==> src/acs_pkg.sv <==
package acs_pkg;

	localparam int HOUR_W = 5;
	localparam int MINUTE_W = 6;
	localparam int CFG_W = 8;
	localparam int CFG_IDX_W = 1;
	localparam int MODE_W = 3;
	localparam int NUM_BTN = 3;

	localparam logic [HOUR_W-1:0] HOURS_PER_DAY = HOUR_W'(24);
	localparam logic [MINUTE_W-1:0] MINUTES_PER_HOUR = MINUTE_W'(60);
	localparam logic [CFG_W-1:0] REFRESH_PERIOD_RST = CFG_W'(6);
	localparam logic [CFG_W-1:0] REPEAT_DELAY_RST = CFG_W'(12);

	localparam logic [CFG_IDX_W-1:0] REG_REFRESH_PERIOD = CFG_IDX_W'(0);
	localparam logic [CFG_IDX_W-1:0] REG_REPEAT_DELAY = CFG_IDX_W'(1);

	localparam logic [MODE_W-1:0] MODE_SHOW_TIME = 3'd0;
	localparam logic [MODE_W-1:0] MODE_EDIT_TIME_HOUR = 3'd1;
	localparam logic [MODE_W-1:0] MODE_EDIT_TIME_MIN = 3'd2;
	localparam logic [MODE_W-1:0] MODE_SHOW_ALARM = 3'd3;
	localparam logic [MODE_W-1:0] MODE_EDIT_ALARM_HOUR = 3'd4;
	localparam logic [MODE_W-1:0] MODE_EDIT_ALARM_MIN = 3'd5;

	localparam int BTN_INC = 0;
	localparam int BTN_VIEW = 1;
	localparam int BTN_FIELD = 2;

	typedef struct packed {
		logic frame_tick;
		logic btn_increment;
		logic btn_view_toggle;
		logic btn_field_select;
		logic alarm_switch;
		logic [HOUR_W-1:0] clock_hour;
		logic [MINUTE_W-1:0] clock_minute;
	} item_t;

	typedef struct packed {
		logic [MODE_W-1:0] mode;
		logic [CFG_W-1:0] refresh_count;
		logic blink_phase;
		logic [HOUR_W-1:0] alm_hr;
		logic [MINUTE_W-1:0] alm_min;
		logic music_on;
	} state_t;

	typedef struct packed {
		logic refresh;
		logic show_alarm;
		logic blank_hours;
		logic blank_minutes;
		logic set_time;
		logic [HOUR_W-1:0] set_hour;
		logic [MINUTE_W-1:0] set_minute;
		logic [HOUR_W-1:0] alarm_hour_out;
		logic [MINUTE_W-1:0] alarm_minute_out;
		logic music_start;
		logic music_stop;
	} result_t;

endpackage

==> src/acs_hold.sv <==
module acs_hold (
	input  logic                     clk,
	input  logic                     arst_n,
	input  logic                     en,
	input  logic                     pressed,
	input  logic                     auto_repeat,
	input  logic [acs_pkg::CFG_W-1:0] delay,
	output logic                     act
);

	logic [acs_pkg::CFG_W-1:0] count_q;

	assign act = pressed && ((count_q == delay) || (auto_repeat && (count_q == '0)));

	always_ff @(posedge clk or negedge arst_n) begin
		if (!arst_n) begin
			count_q <= '0;
		end else if (en) begin
			if (!pressed) begin
				count_q <= delay;
			end else if (count_q != '0) begin
				count_q <= count_q - acs_pkg::CFG_W'(1);
			end
		end
	end

endmodule

==> src/acs_frame.sv <==
module acs_frame (
	input  acs_pkg::item_t                   item,
	input  acs_pkg::state_t                  cur,
	input  logic [acs_pkg::CFG_W-1:0]        refresh_period,
	input  logic [acs_pkg::NUM_BTN-1:0]      act,
	output acs_pkg::state_t                  nxt,
	output acs_pkg::result_t                 res
);

	logic [acs_pkg::CFG_W-1:0] rc_inc;
	logic [acs_pkg::HOUR_W:0] hour_inc;
	logic [acs_pkg::MINUTE_W:0] minute_inc;
	logic [acs_pkg::HOUR_W-1:0] hour_wrap;
	logic [acs_pkg::MINUTE_W-1:0] minute_wrap;
	logic [acs_pkg::HOUR_W-1:0] ahour_wrap;
	logic [acs_pkg::MINUTE_W-1:0] amin_wrap;
	logic [acs_pkg::MODE_W-1:0] m0;
	logic [acs_pkg::MODE_W-1:0] m1;
	logic [acs_pkg::HOUR_W-1:0] eh;
	logic [acs_pkg::MINUTE_W-1:0] em;
	logic edit_mode;

	always_comb begin
		m0 = cur.mode;
		rc_inc = cur.refresh_count + acs_pkg::CFG_W'(1);
		hour_inc = {1'b0, item.clock_hour} + (acs_pkg::HOUR_W+1)'(1);
		minute_inc = {1'b0, item.clock_minute} + (acs_pkg::MINUTE_W+1)'(1);
		hour_wrap = (hour_inc >= {1'b0, acs_pkg::HOURS_PER_DAY}) ? '0
			: hour_inc[acs_pkg::HOUR_W-1:0];
		minute_wrap = (minute_inc >= {1'b0, acs_pkg::MINUTES_PER_HOUR}) ? '0
			: minute_inc[acs_pkg::MINUTE_W-1:0];
		ahour_wrap = (cur.alm_hr + acs_pkg::HOUR_W'(1) >= acs_pkg::HOURS_PER_DAY) ? '0
			: cur.alm_hr + acs_pkg::HOUR_W'(1);
		amin_wrap = (cur.alm_min + acs_pkg::MINUTE_W'(1) >= acs_pkg::MINUTES_PER_HOUR)
			? '0 : cur.alm_min + acs_pkg::MINUTE_W'(1);
		edit_mode = (m0 == acs_pkg::MODE_EDIT_TIME_HOUR) || (m0 == acs_pkg::MODE_EDIT_TIME_MIN)
			|| (m0 == acs_pkg::MODE_EDIT_ALARM_HOUR) || (m0 == acs_pkg::MODE_EDIT_ALARM_MIN);

		nxt = cur;
		res = '0;

		// periodic refresh and blink
		if (rc_inc >= refresh_period) begin
			res.refresh = 1'b1;
			res.show_alarm = (m0 > acs_pkg::MODE_EDIT_TIME_MIN);
			if (cur.blink_phase) begin
				res.blank_hours = (m0 == acs_pkg::MODE_EDIT_TIME_HOUR)
					|| (m0 == acs_pkg::MODE_EDIT_ALARM_HOUR);
				res.blank_minutes = (m0 == acs_pkg::MODE_EDIT_TIME_MIN)
					|| (m0 == acs_pkg::MODE_EDIT_ALARM_MIN);
			end
			nxt.blink_phase = !cur.blink_phase;
			nxt.refresh_count = '0;
		end else begin
			nxt.refresh_count = rc_inc;
		end

		// increment
		if (act[acs_pkg::BTN_INC]) begin
			if (m0 == acs_pkg::MODE_EDIT_TIME_HOUR) begin
				res.set_hour = hour_wrap;
				res.set_minute = item.clock_minute;
				res.set_time = 1'b1;
			end else if (m0 == acs_pkg::MODE_EDIT_TIME_MIN) begin
				res.set_hour = item.clock_hour;
				res.set_minute = minute_wrap;
				res.set_time = 1'b1;
			end else if (m0 == acs_pkg::MODE_EDIT_ALARM_HOUR) begin
				nxt.alm_hr = ahour_wrap;
			end else if (m0 == acs_pkg::MODE_EDIT_ALARM_MIN) begin
				nxt.alm_min = amin_wrap;
			end
			if (edit_mode) begin
				res.refresh = 1'b1;
				res.show_alarm = (m0 >= acs_pkg::MODE_EDIT_ALARM_HOUR);
				res.blank_hours = 1'b0;
				res.blank_minutes = 1'b0;
			end
		end

		// view toggle
		m1 = m0;
		if (act[acs_pkg::BTN_VIEW]) begin
			m1 = (m0 == acs_pkg::MODE_SHOW_TIME) ? acs_pkg::MODE_SHOW_ALARM
				: acs_pkg::MODE_SHOW_TIME;
			res.refresh = 1'b1;
			res.show_alarm = (m1 == acs_pkg::MODE_SHOW_ALARM);
			res.blank_hours = 1'b0;
			res.blank_minutes = 1'b0;
		end

		// field select
		nxt.mode = m1;
		if (act[acs_pkg::BTN_FIELD]) begin
			if (m1 == acs_pkg::MODE_SHOW_TIME) nxt.mode = acs_pkg::MODE_EDIT_TIME_HOUR;
			else if (m1 == acs_pkg::MODE_EDIT_TIME_HOUR) nxt.mode = acs_pkg::MODE_EDIT_TIME_MIN;
			else if (m1 == acs_pkg::MODE_EDIT_TIME_MIN) nxt.mode = acs_pkg::MODE_SHOW_TIME;
			else if (m1 == acs_pkg::MODE_SHOW_ALARM) nxt.mode = acs_pkg::MODE_EDIT_ALARM_HOUR;
			else if (m1 == acs_pkg::MODE_EDIT_ALARM_HOUR) nxt.mode = acs_pkg::MODE_EDIT_ALARM_MIN;
			else if (m1 == acs_pkg::MODE_EDIT_ALARM_MIN) nxt.mode = acs_pkg::MODE_SHOW_ALARM;
		end

		// alarm
		eh = res.set_time ? res.set_hour : item.clock_hour;
		em = res.set_time ? res.set_minute : item.clock_minute;
		if (item.alarm_switch) begin
			if (!cur.music_on && (eh == nxt.alm_hr) && (em == nxt.alm_min)) begin
				res.music_start = 1'b1;
				nxt.music_on = 1'b1;
			end
		end else if (cur.music_on) begin
			res.music_stop = 1'b1;
			nxt.music_on = 1'b0;
		end

		if (!item.frame_tick) begin
			nxt = cur;
			res = '0;
		end
		res.alarm_hour_out = nxt.alm_hr;
		res.alarm_minute_out = nxt.alm_min;
	end

endmodule

==> src/alarm_clock_set_controller_core.sv <==
// Alarm clock set controller.
// Input channel: in_valid/in_stall with one frame item (tick, button and
// switch levels, running clock hour and minute). An item is taken at a
// clock edge with in_valid high and in_stall low.
// Output channel: out_valid/out_stall with one result item per input item:
// display refresh and blanking, clock load command, stored alarm time and
// music start/stop pulses.
// Config channel: cfg_valid/cfg_ready/cfg_index/cfg_data; index 0 is the
// refresh period, index 1 the auto-repeat delay. cfg_ready is always high.
// An item passes one input register, one frame of logic and one result
// register; out_valid rises as the item moves from the input register into
// the result register. Throughput is one item per cycle while out_stall is
// low; the state register updates on the edge that loads the result.
// With out_valid and out_stall high the result register holds and the input
// register still takes one more item; in_stall rises only when both are full.
// Reset clears mode, counters, alarm time and music flag, empties both
// stages, and loads the register defaults (period 6, delay 12).
module alarm_clock_set_controller_core (
	input  logic                             clk,
	input  logic                             arst_n,

	input  logic                             in_valid,
	output logic                             in_stall,
	input  logic                             frame_tick,
	input  logic                             btn_increment,
	input  logic                             btn_view_toggle,
	input  logic                             btn_field_select,
	input  logic                             alarm_switch,
	input  logic [acs_pkg::HOUR_W-1:0]       clock_hour,
	input  logic [acs_pkg::MINUTE_W-1:0]     clock_minute,

	output logic                             out_valid,
	input  logic                             out_stall,
	output logic                             refresh,
	output logic                             show_alarm,
	output logic                             blank_hours,
	output logic                             blank_minutes,
	output logic                             set_time,
	output logic [acs_pkg::HOUR_W-1:0]       set_hour,
	output logic [acs_pkg::MINUTE_W-1:0]     set_minute,
	output logic [acs_pkg::HOUR_W-1:0]       alarm_hour_out,
	output logic [acs_pkg::MINUTE_W-1:0]     alarm_minute_out,
	output logic                             music_start,
	output logic                             music_stop,

	input  logic                             cfg_valid,
	output logic                             cfg_ready,
	input  logic [acs_pkg::CFG_IDX_W-1:0]    cfg_index,
	input  logic [acs_pkg::CFG_W-1:0]        cfg_data
);

	logic [acs_pkg::CFG_W-1:0] refresh_period_q;
	logic [acs_pkg::CFG_W-1:0] repeat_delay_q;

	logic in_valid_s1;
	acs_pkg::item_t item_s1;
	logic out_valid_s2;
	acs_pkg::result_t res_s2;

	acs_pkg::state_t state_q;
	acs_pkg::state_t state_nxt;
	acs_pkg::result_t res;
	logic [acs_pkg::NUM_BTN-1:0] act;
	logic s2_free;
	logic adv;
	logic step_en;
	logic accept;

	assign cfg_ready = 1'b1;
	assign s2_free = !out_valid_s2 || !out_stall;
	assign adv = in_valid_s1 && s2_free;
	assign step_en = adv && item_s1.frame_tick;
	assign in_stall = in_valid_s1 && !s2_free;
	assign accept = in_valid && !in_stall;

	always_ff @(posedge clk or negedge arst_n) begin
		if (!arst_n) begin
			refresh_period_q <= acs_pkg::REFRESH_PERIOD_RST;
			repeat_delay_q <= acs_pkg::REPEAT_DELAY_RST;
		end else if (cfg_valid && cfg_ready) begin
			unique case (cfg_index)
				acs_pkg::REG_REFRESH_PERIOD: refresh_period_q <= cfg_data;
				acs_pkg::REG_REPEAT_DELAY: repeat_delay_q <= cfg_data;
				default: ;
			endcase
		end
	end

	always_ff @(posedge clk or negedge arst_n) begin
		if (!arst_n) begin
			in_valid_s1 <= 1'b0;
		end else if (accept) begin
			in_valid_s1 <= 1'b1;
		end else if (adv) begin
			in_valid_s1 <= 1'b0;
		end
	end

	always_ff @(posedge clk) begin
		if (accept) begin
			item_s1 <= '{frame_tick: frame_tick, btn_increment: btn_increment,
				btn_view_toggle: btn_view_toggle, btn_field_select: btn_field_select,
				alarm_switch: alarm_switch, clock_hour: clock_hour,
				clock_minute: clock_minute};
		end
	end

	acs_hold u_hold_inc (
		.clk(clk), .arst_n(arst_n), .en(step_en),
		.pressed(item_s1.btn_increment), .auto_repeat(1'b1),
		.delay(repeat_delay_q), .act(act[acs_pkg::BTN_INC])
	);

	acs_hold u_hold_view (
		.clk(clk), .arst_n(arst_n), .en(step_en),
		.pressed(item_s1.btn_view_toggle), .auto_repeat(1'b0),
		.delay(repeat_delay_q), .act(act[acs_pkg::BTN_VIEW])
	);

	acs_hold u_hold_field (
		.clk(clk), .arst_n(arst_n), .en(step_en),
		.pressed(item_s1.btn_field_select), .auto_repeat(1'b0),
		.delay(repeat_delay_q), .act(act[acs_pkg::BTN_FIELD])
	);

	acs_frame u_frame (
		.item(item_s1),
		.cur(state_q),
		.refresh_period(refresh_period_q),
		.act(act),
		.nxt(state_nxt),
		.res(res)
	);

	always_ff @(posedge clk or negedge arst_n) begin
		if (!arst_n) begin
			state_q.mode <= acs_pkg::MODE_SHOW_TIME;
			state_q.refresh_count <= '0;
			state_q.blink_phase <= 1'b1;
			state_q.alm_hr <= '0;
			state_q.alm_min <= '0;
			state_q.music_on <= 1'b0;
		end else if (step_en) begin
			state_q <= state_nxt;
		end
	end

	always_ff @(posedge clk or negedge arst_n) begin
		if (!arst_n) begin
			out_valid_s2 <= 1'b0;
		end else if (s2_free) begin
			out_valid_s2 <= in_valid_s1;
		end
	end

	always_ff @(posedge clk) begin
		if (adv) begin
			res_s2 <= res;
		end
	end

	assign out_valid = out_valid_s2;
	assign refresh = res_s2.refresh;
	assign show_alarm = res_s2.show_alarm;
	assign blank_hours = res_s2.blank_hours;
	assign blank_minutes = res_s2.blank_minutes;
	assign set_time = res_s2.set_time;
	assign set_hour = res_s2.set_hour;
	assign set_minute = res_s2.set_minute;
	assign alarm_hour_out = res_s2.alarm_hour_out;
	assign alarm_minute_out = res_s2.alarm_minute_out;
	assign music_start = res_s2.music_start;
	assign music_stop = res_s2.music_stop;

endmodule

==> config.mk <==
export PLATFORM = sky130hd
export DESIGN_NAME = alarm_clock_set_controller_core
export DESIGN_NICKNAME = d
export VERILOG_FILES = /design/src/acs_pkg.sv /design/src/acs_hold.sv /design/src/acs_frame.sv /design/src/alarm_clock_set_controller_core.sv
export SDC_FILE = /design/constraint.sdc
export NUM_CORES = 1
export LEC_CHECK = 0
export BUFFER_PORTS_ARGS = -buffer_cell sky130_fd_sc_hd__buf_2
export CORE_MARGIN = 10
export CORE_UTILIZATION = 40
export CTS_BUF_LIST = sky130_fd_sc_hd__clkbuf_16
export DETAILED_ROUTE_END_ITERATION = 12
export PLACE_DENSITY = 0.6
export SYNTH_ARGS = -nofsm -noshare
export SYNTH_HDL_FRONTEND = slang
export SYNTH_HIERARCHICAL = 1
export SYNTH_SLANG_ARGS = --single-unit
export TNS_END_PERCENT = 10
==> constraint.sdc <==
create_clock -name clk -period 3.35 [get_ports clk]
set_input_delay 0.1675 -clock clk [delete_from_list [all_inputs] [get_ports clk]]
set_output_delay 0.1675 -clock clk [all_outputs]
set_load 0.01 [all_outputs]
==> flow_metrics.env <==
export IMPL_die_area_um2=24400
export IMPL_rsz0062_at_grt="yes"
export IMPL_min_path_type="primary input to register"
export IMPL_ios=62
export IMPL_fin_crit_ps=3300
export IMPL_die_height_um=156
export IMPL_timing_hold_ws_ps=83.1
export IMPL_ir_worst_vdd_mv=0.307
export IMPL_portBuffers=60
export IMPL_synth_ff_type="dfrtp_1"
export IMPL_clock_latency_ps=360
export IMPL_slew_headroom=0.351
export IMPL_max_freq_mhz=303
export IMPL_fin_nets=871
export IMPL_h_tree_depth=3
export IMPL_final_hold_viol_count=0
export IMPL_cts_tree="yes"
export IMPL_grtUsageTotal=0.146
export IMPL_postRouteAntennaNets=0
export IMPL_worstSetupPathType="register to register"
export IMPL_clk_pin_slew_worst_paths_ps=70
export IMPL_critPathLaunchType="register"
export IMPL_power_density_nw_per_um2=526
export IMPL_area_growth_pct=14.2
export IMPL_via_count=5830
export IMPL_required_ps=3600
export IMPL_leakage_uw=0.00349
export IMPL_worst_setup_path_end_kind="register"
export IMPL_setup_slack_ps=53.5
export IMPL_async_flop_share=0.595
export IMPL_p_total_uw=4470
export IMPL_grt_pass1_wl_um=29200
export IMPL_core_area_um2=18100
export IMPL_final_common_cell="nand2_1"
export IMPL_drc=0
export IMPL_synth_area_um2=7430
export IMPL_clock_root_buffer="clkbuf_16"
export IMPL_rows=49
export IMPL_dp_hpwl_um=12500
export IMPL_cap_violations=0
export IMPL_overflow=0
export IMPL_status="finished clean"
export IMPL_numCtsBuffers=9
export IMPL_grt_pass1_vias=5476
export IMPL_seq_area_frac_synth=0.405
export IMPL_period_share=0.984
export IMPL_fin_skew_ps=9.40
export IMPL_clkSinkCount=111
export IMPL_ys_ff_latch=111
export IMPL_syn_area_per_cell_um2=9.90
export IMPL_place_ws_ps=-78.0
export IMPL_max_slew_worst_pin_slew_ps=974
export IMPL_wl_per_cell_um=17.0
export IMPL_path_max_fanout=7
export IMPL_num_antenna_cells=0
export IMPL_clockBufferDepth=2
export IMPL_gp_congestion=0.883
export IMPL_ys_types=72
export IMPL_drt_iter0_drc=485
export IMPL_start_util=0.410
export IMPL_drt_pre_antenna_iters=5
export IMPL_die_x_um=156
export IMPL_syn_inst=751
export IMPL_synth_edff_count=45
export IMPL_drive_gt1_frac=0.236
export IMPL_vias_per_cell=5.53
export IMPL_yosys_warnings=6
export IMPL_grt_max_degree=30
export IMPL_critical_path_arrival_ps=3540
export IMPL_routed_wirelength_um=18000
export IMPL_antenna_found_initial=0
export IMPL_mostFrequentLayoutCells="nand2_1, dfrtp_1, buf_2"
export IMPL_setup_viol=0
export IMPL_slew_violations=0
[layer usage]
| layer | up-vias | global-route usage | wire (µm) |
|---|---|---|---|
| met2 | 115 | 0.229 | 8290 |
| met4 | 0 | 0.0463 | 242 |
| li1 | 2862 | - | - |
| met3 | 18 | 0.0225 | 710 |
| met1 | 2835 | 0.204 | 8710 |
| met5 | - | 0 | 0 |
[layout make-up]
cell class | instances | area (µm²)
Clock buffer | 9 | 225
Clock inverter | 7 | 55.1
Fill cell | 1690 | 9660
Inverter | 47 | 176
Multi-Input combinational cell | 539 | 3990
Sequential cell | 111 | 3010
Tap cell | 229 | 287
Timing Repair Buffer | 113 | 754
[worst max-delay path: stages (launching register included)]
cell     delay [ps]
dfstp_2         560
xnor2_2         120
nand4_1         110
nor4_2          270
a32o_2          230
buf_6           140
inv_1            80
or3_1           440
nor2_2          190
o21ai_0         110
a22oi_1         240
xnor2_1         100
and4_1          190
a21o_1          150
mux2_2          250
[flip-flops by register name (all words and copies together), names as in the netlist, 5 cells and up]
| register | flops |
|---|---|
| set_minute | 6 |
| u_hold_inc/count_q | 8 |
| repeat_delay_q | 8 |
| u_hold_field/count_q | 8 |
| u_hold_view/count_q | 8 |
| item_s1 | 16 |
| alarm_minute_out | 6 |
| state_q | 24 |
| refresh_period_q | 8 |
| set_hour | 5 |
| alarm_hour_out | 5 |
[synth_stat cells (5+ instances only)]
cell        n  area share
nand2_1    65       0.033
dfrtp_1    61        0.21
o21ai_0    47       0.032
inv_1      46       0.023
edfxtp_1   45        0.18
nor2_1     40       0.020
a21oi_1    29       0.020
xnor2_1    27       0.032
mux2_2     22       0.033
nor3_1     22       0.015
clkbuf_1   21       0.011
ha_1       20       0.034
mux2_4     19       0.038
xor2_1     18       0.021
buf_4      16       0.016
mux2i_1    16       0.022
nand3_1    16       0.011
nor2b_1    16       0.013
a31oi_1    15       0.013
nand2b_1   14       0.012
nor4_1     12       0.010
a211oi_1    9      0.0091
a21o_1      9      0.0091
a221oi_1    9       0.011
buf_6       9       0.014
nand4_1     9      0.0076
and3_1      8      0.0067
a22oi_1     7      0.0071
a21oi_2     6      0.0071
o31ai_1     6      0.0061
buf_2       5      0.0034
dfstp_2     5       0.018
o2bb2ai_1   5      0.0059
o31a_1      5      0.0059
[report_power, final]
part | leakage (µW) | internal (µW) | switching (µW)
Clock | 0.000139 | 568 | 505
Combinational | 0.00210 | 704 | 708
Sequential | 0.00125 | 1650 | 334
[cells by family after synthesis]
family | count (synthesis) | synth area share
AND/OR/NAND/NOR | 233 | 0.167
AO/OA/AOI/OAI | 179 | 0.172
XOR/XNOR | 45 | 0.0530
multiplexers | 58 | 0.0947
buffers and inverters | 103 | 0.0742
other | 2 | 0.00101
adder cells (fa/ha/maj) | 20 | 0.0337
flip-flops | 111 | 0.405
[path summary, 6_finish.rpt]
kind	slack, ps	from	depth (start not counted)	endpoint
worst max-delay path	50	repeat_delay_q[3]$_DFFE_PN1P_	14	state_q[0]$_DFFE_PN0P_
worst max register to register	50	repeat_delay_q[3]$_DFFE_PN1P_	14	state_q[0]$_DFFE_PN0P_
min in group asynchronous	350	arst_n	2	refresh_period_q[7]$_DFFE_PN0P_
worst min-delay path	80	cfg_data[0]	2	refresh_period_q[0]$_DFFE_PN0P_
worst min register to register	500	refresh_period_q[6]$_DFFE_PN0P_	1	refresh_period_q[6]$_DFFE_PN0P_
max in group asynchronous	2180	arst_n	3	state_q[12]$_DFFE_PN1P_
[timing repair]
item	CTS	global route
gates resized for setup	8	15
hold endpoints to repair	38	0
cloned	0	0
setup buffers	0	2
hold buffers	18	0
pin swaps	3	12
setup endpoints to repair	1	2
[metrics by stage]
stage               cells  cell area, µm²  utilization  setup TNS, ps
detailed placement   1019            7900        0.435          -78.0
floorplan             753            7440            -              0
CTS                  1053            8400        0.463              0
finish               1055            8490        0.468              0
global route         1055            8490        0.468           -103
global placement     1019            7900        0.435          -64.8
No activity file was read; power rests on OpenSTA's default activity.
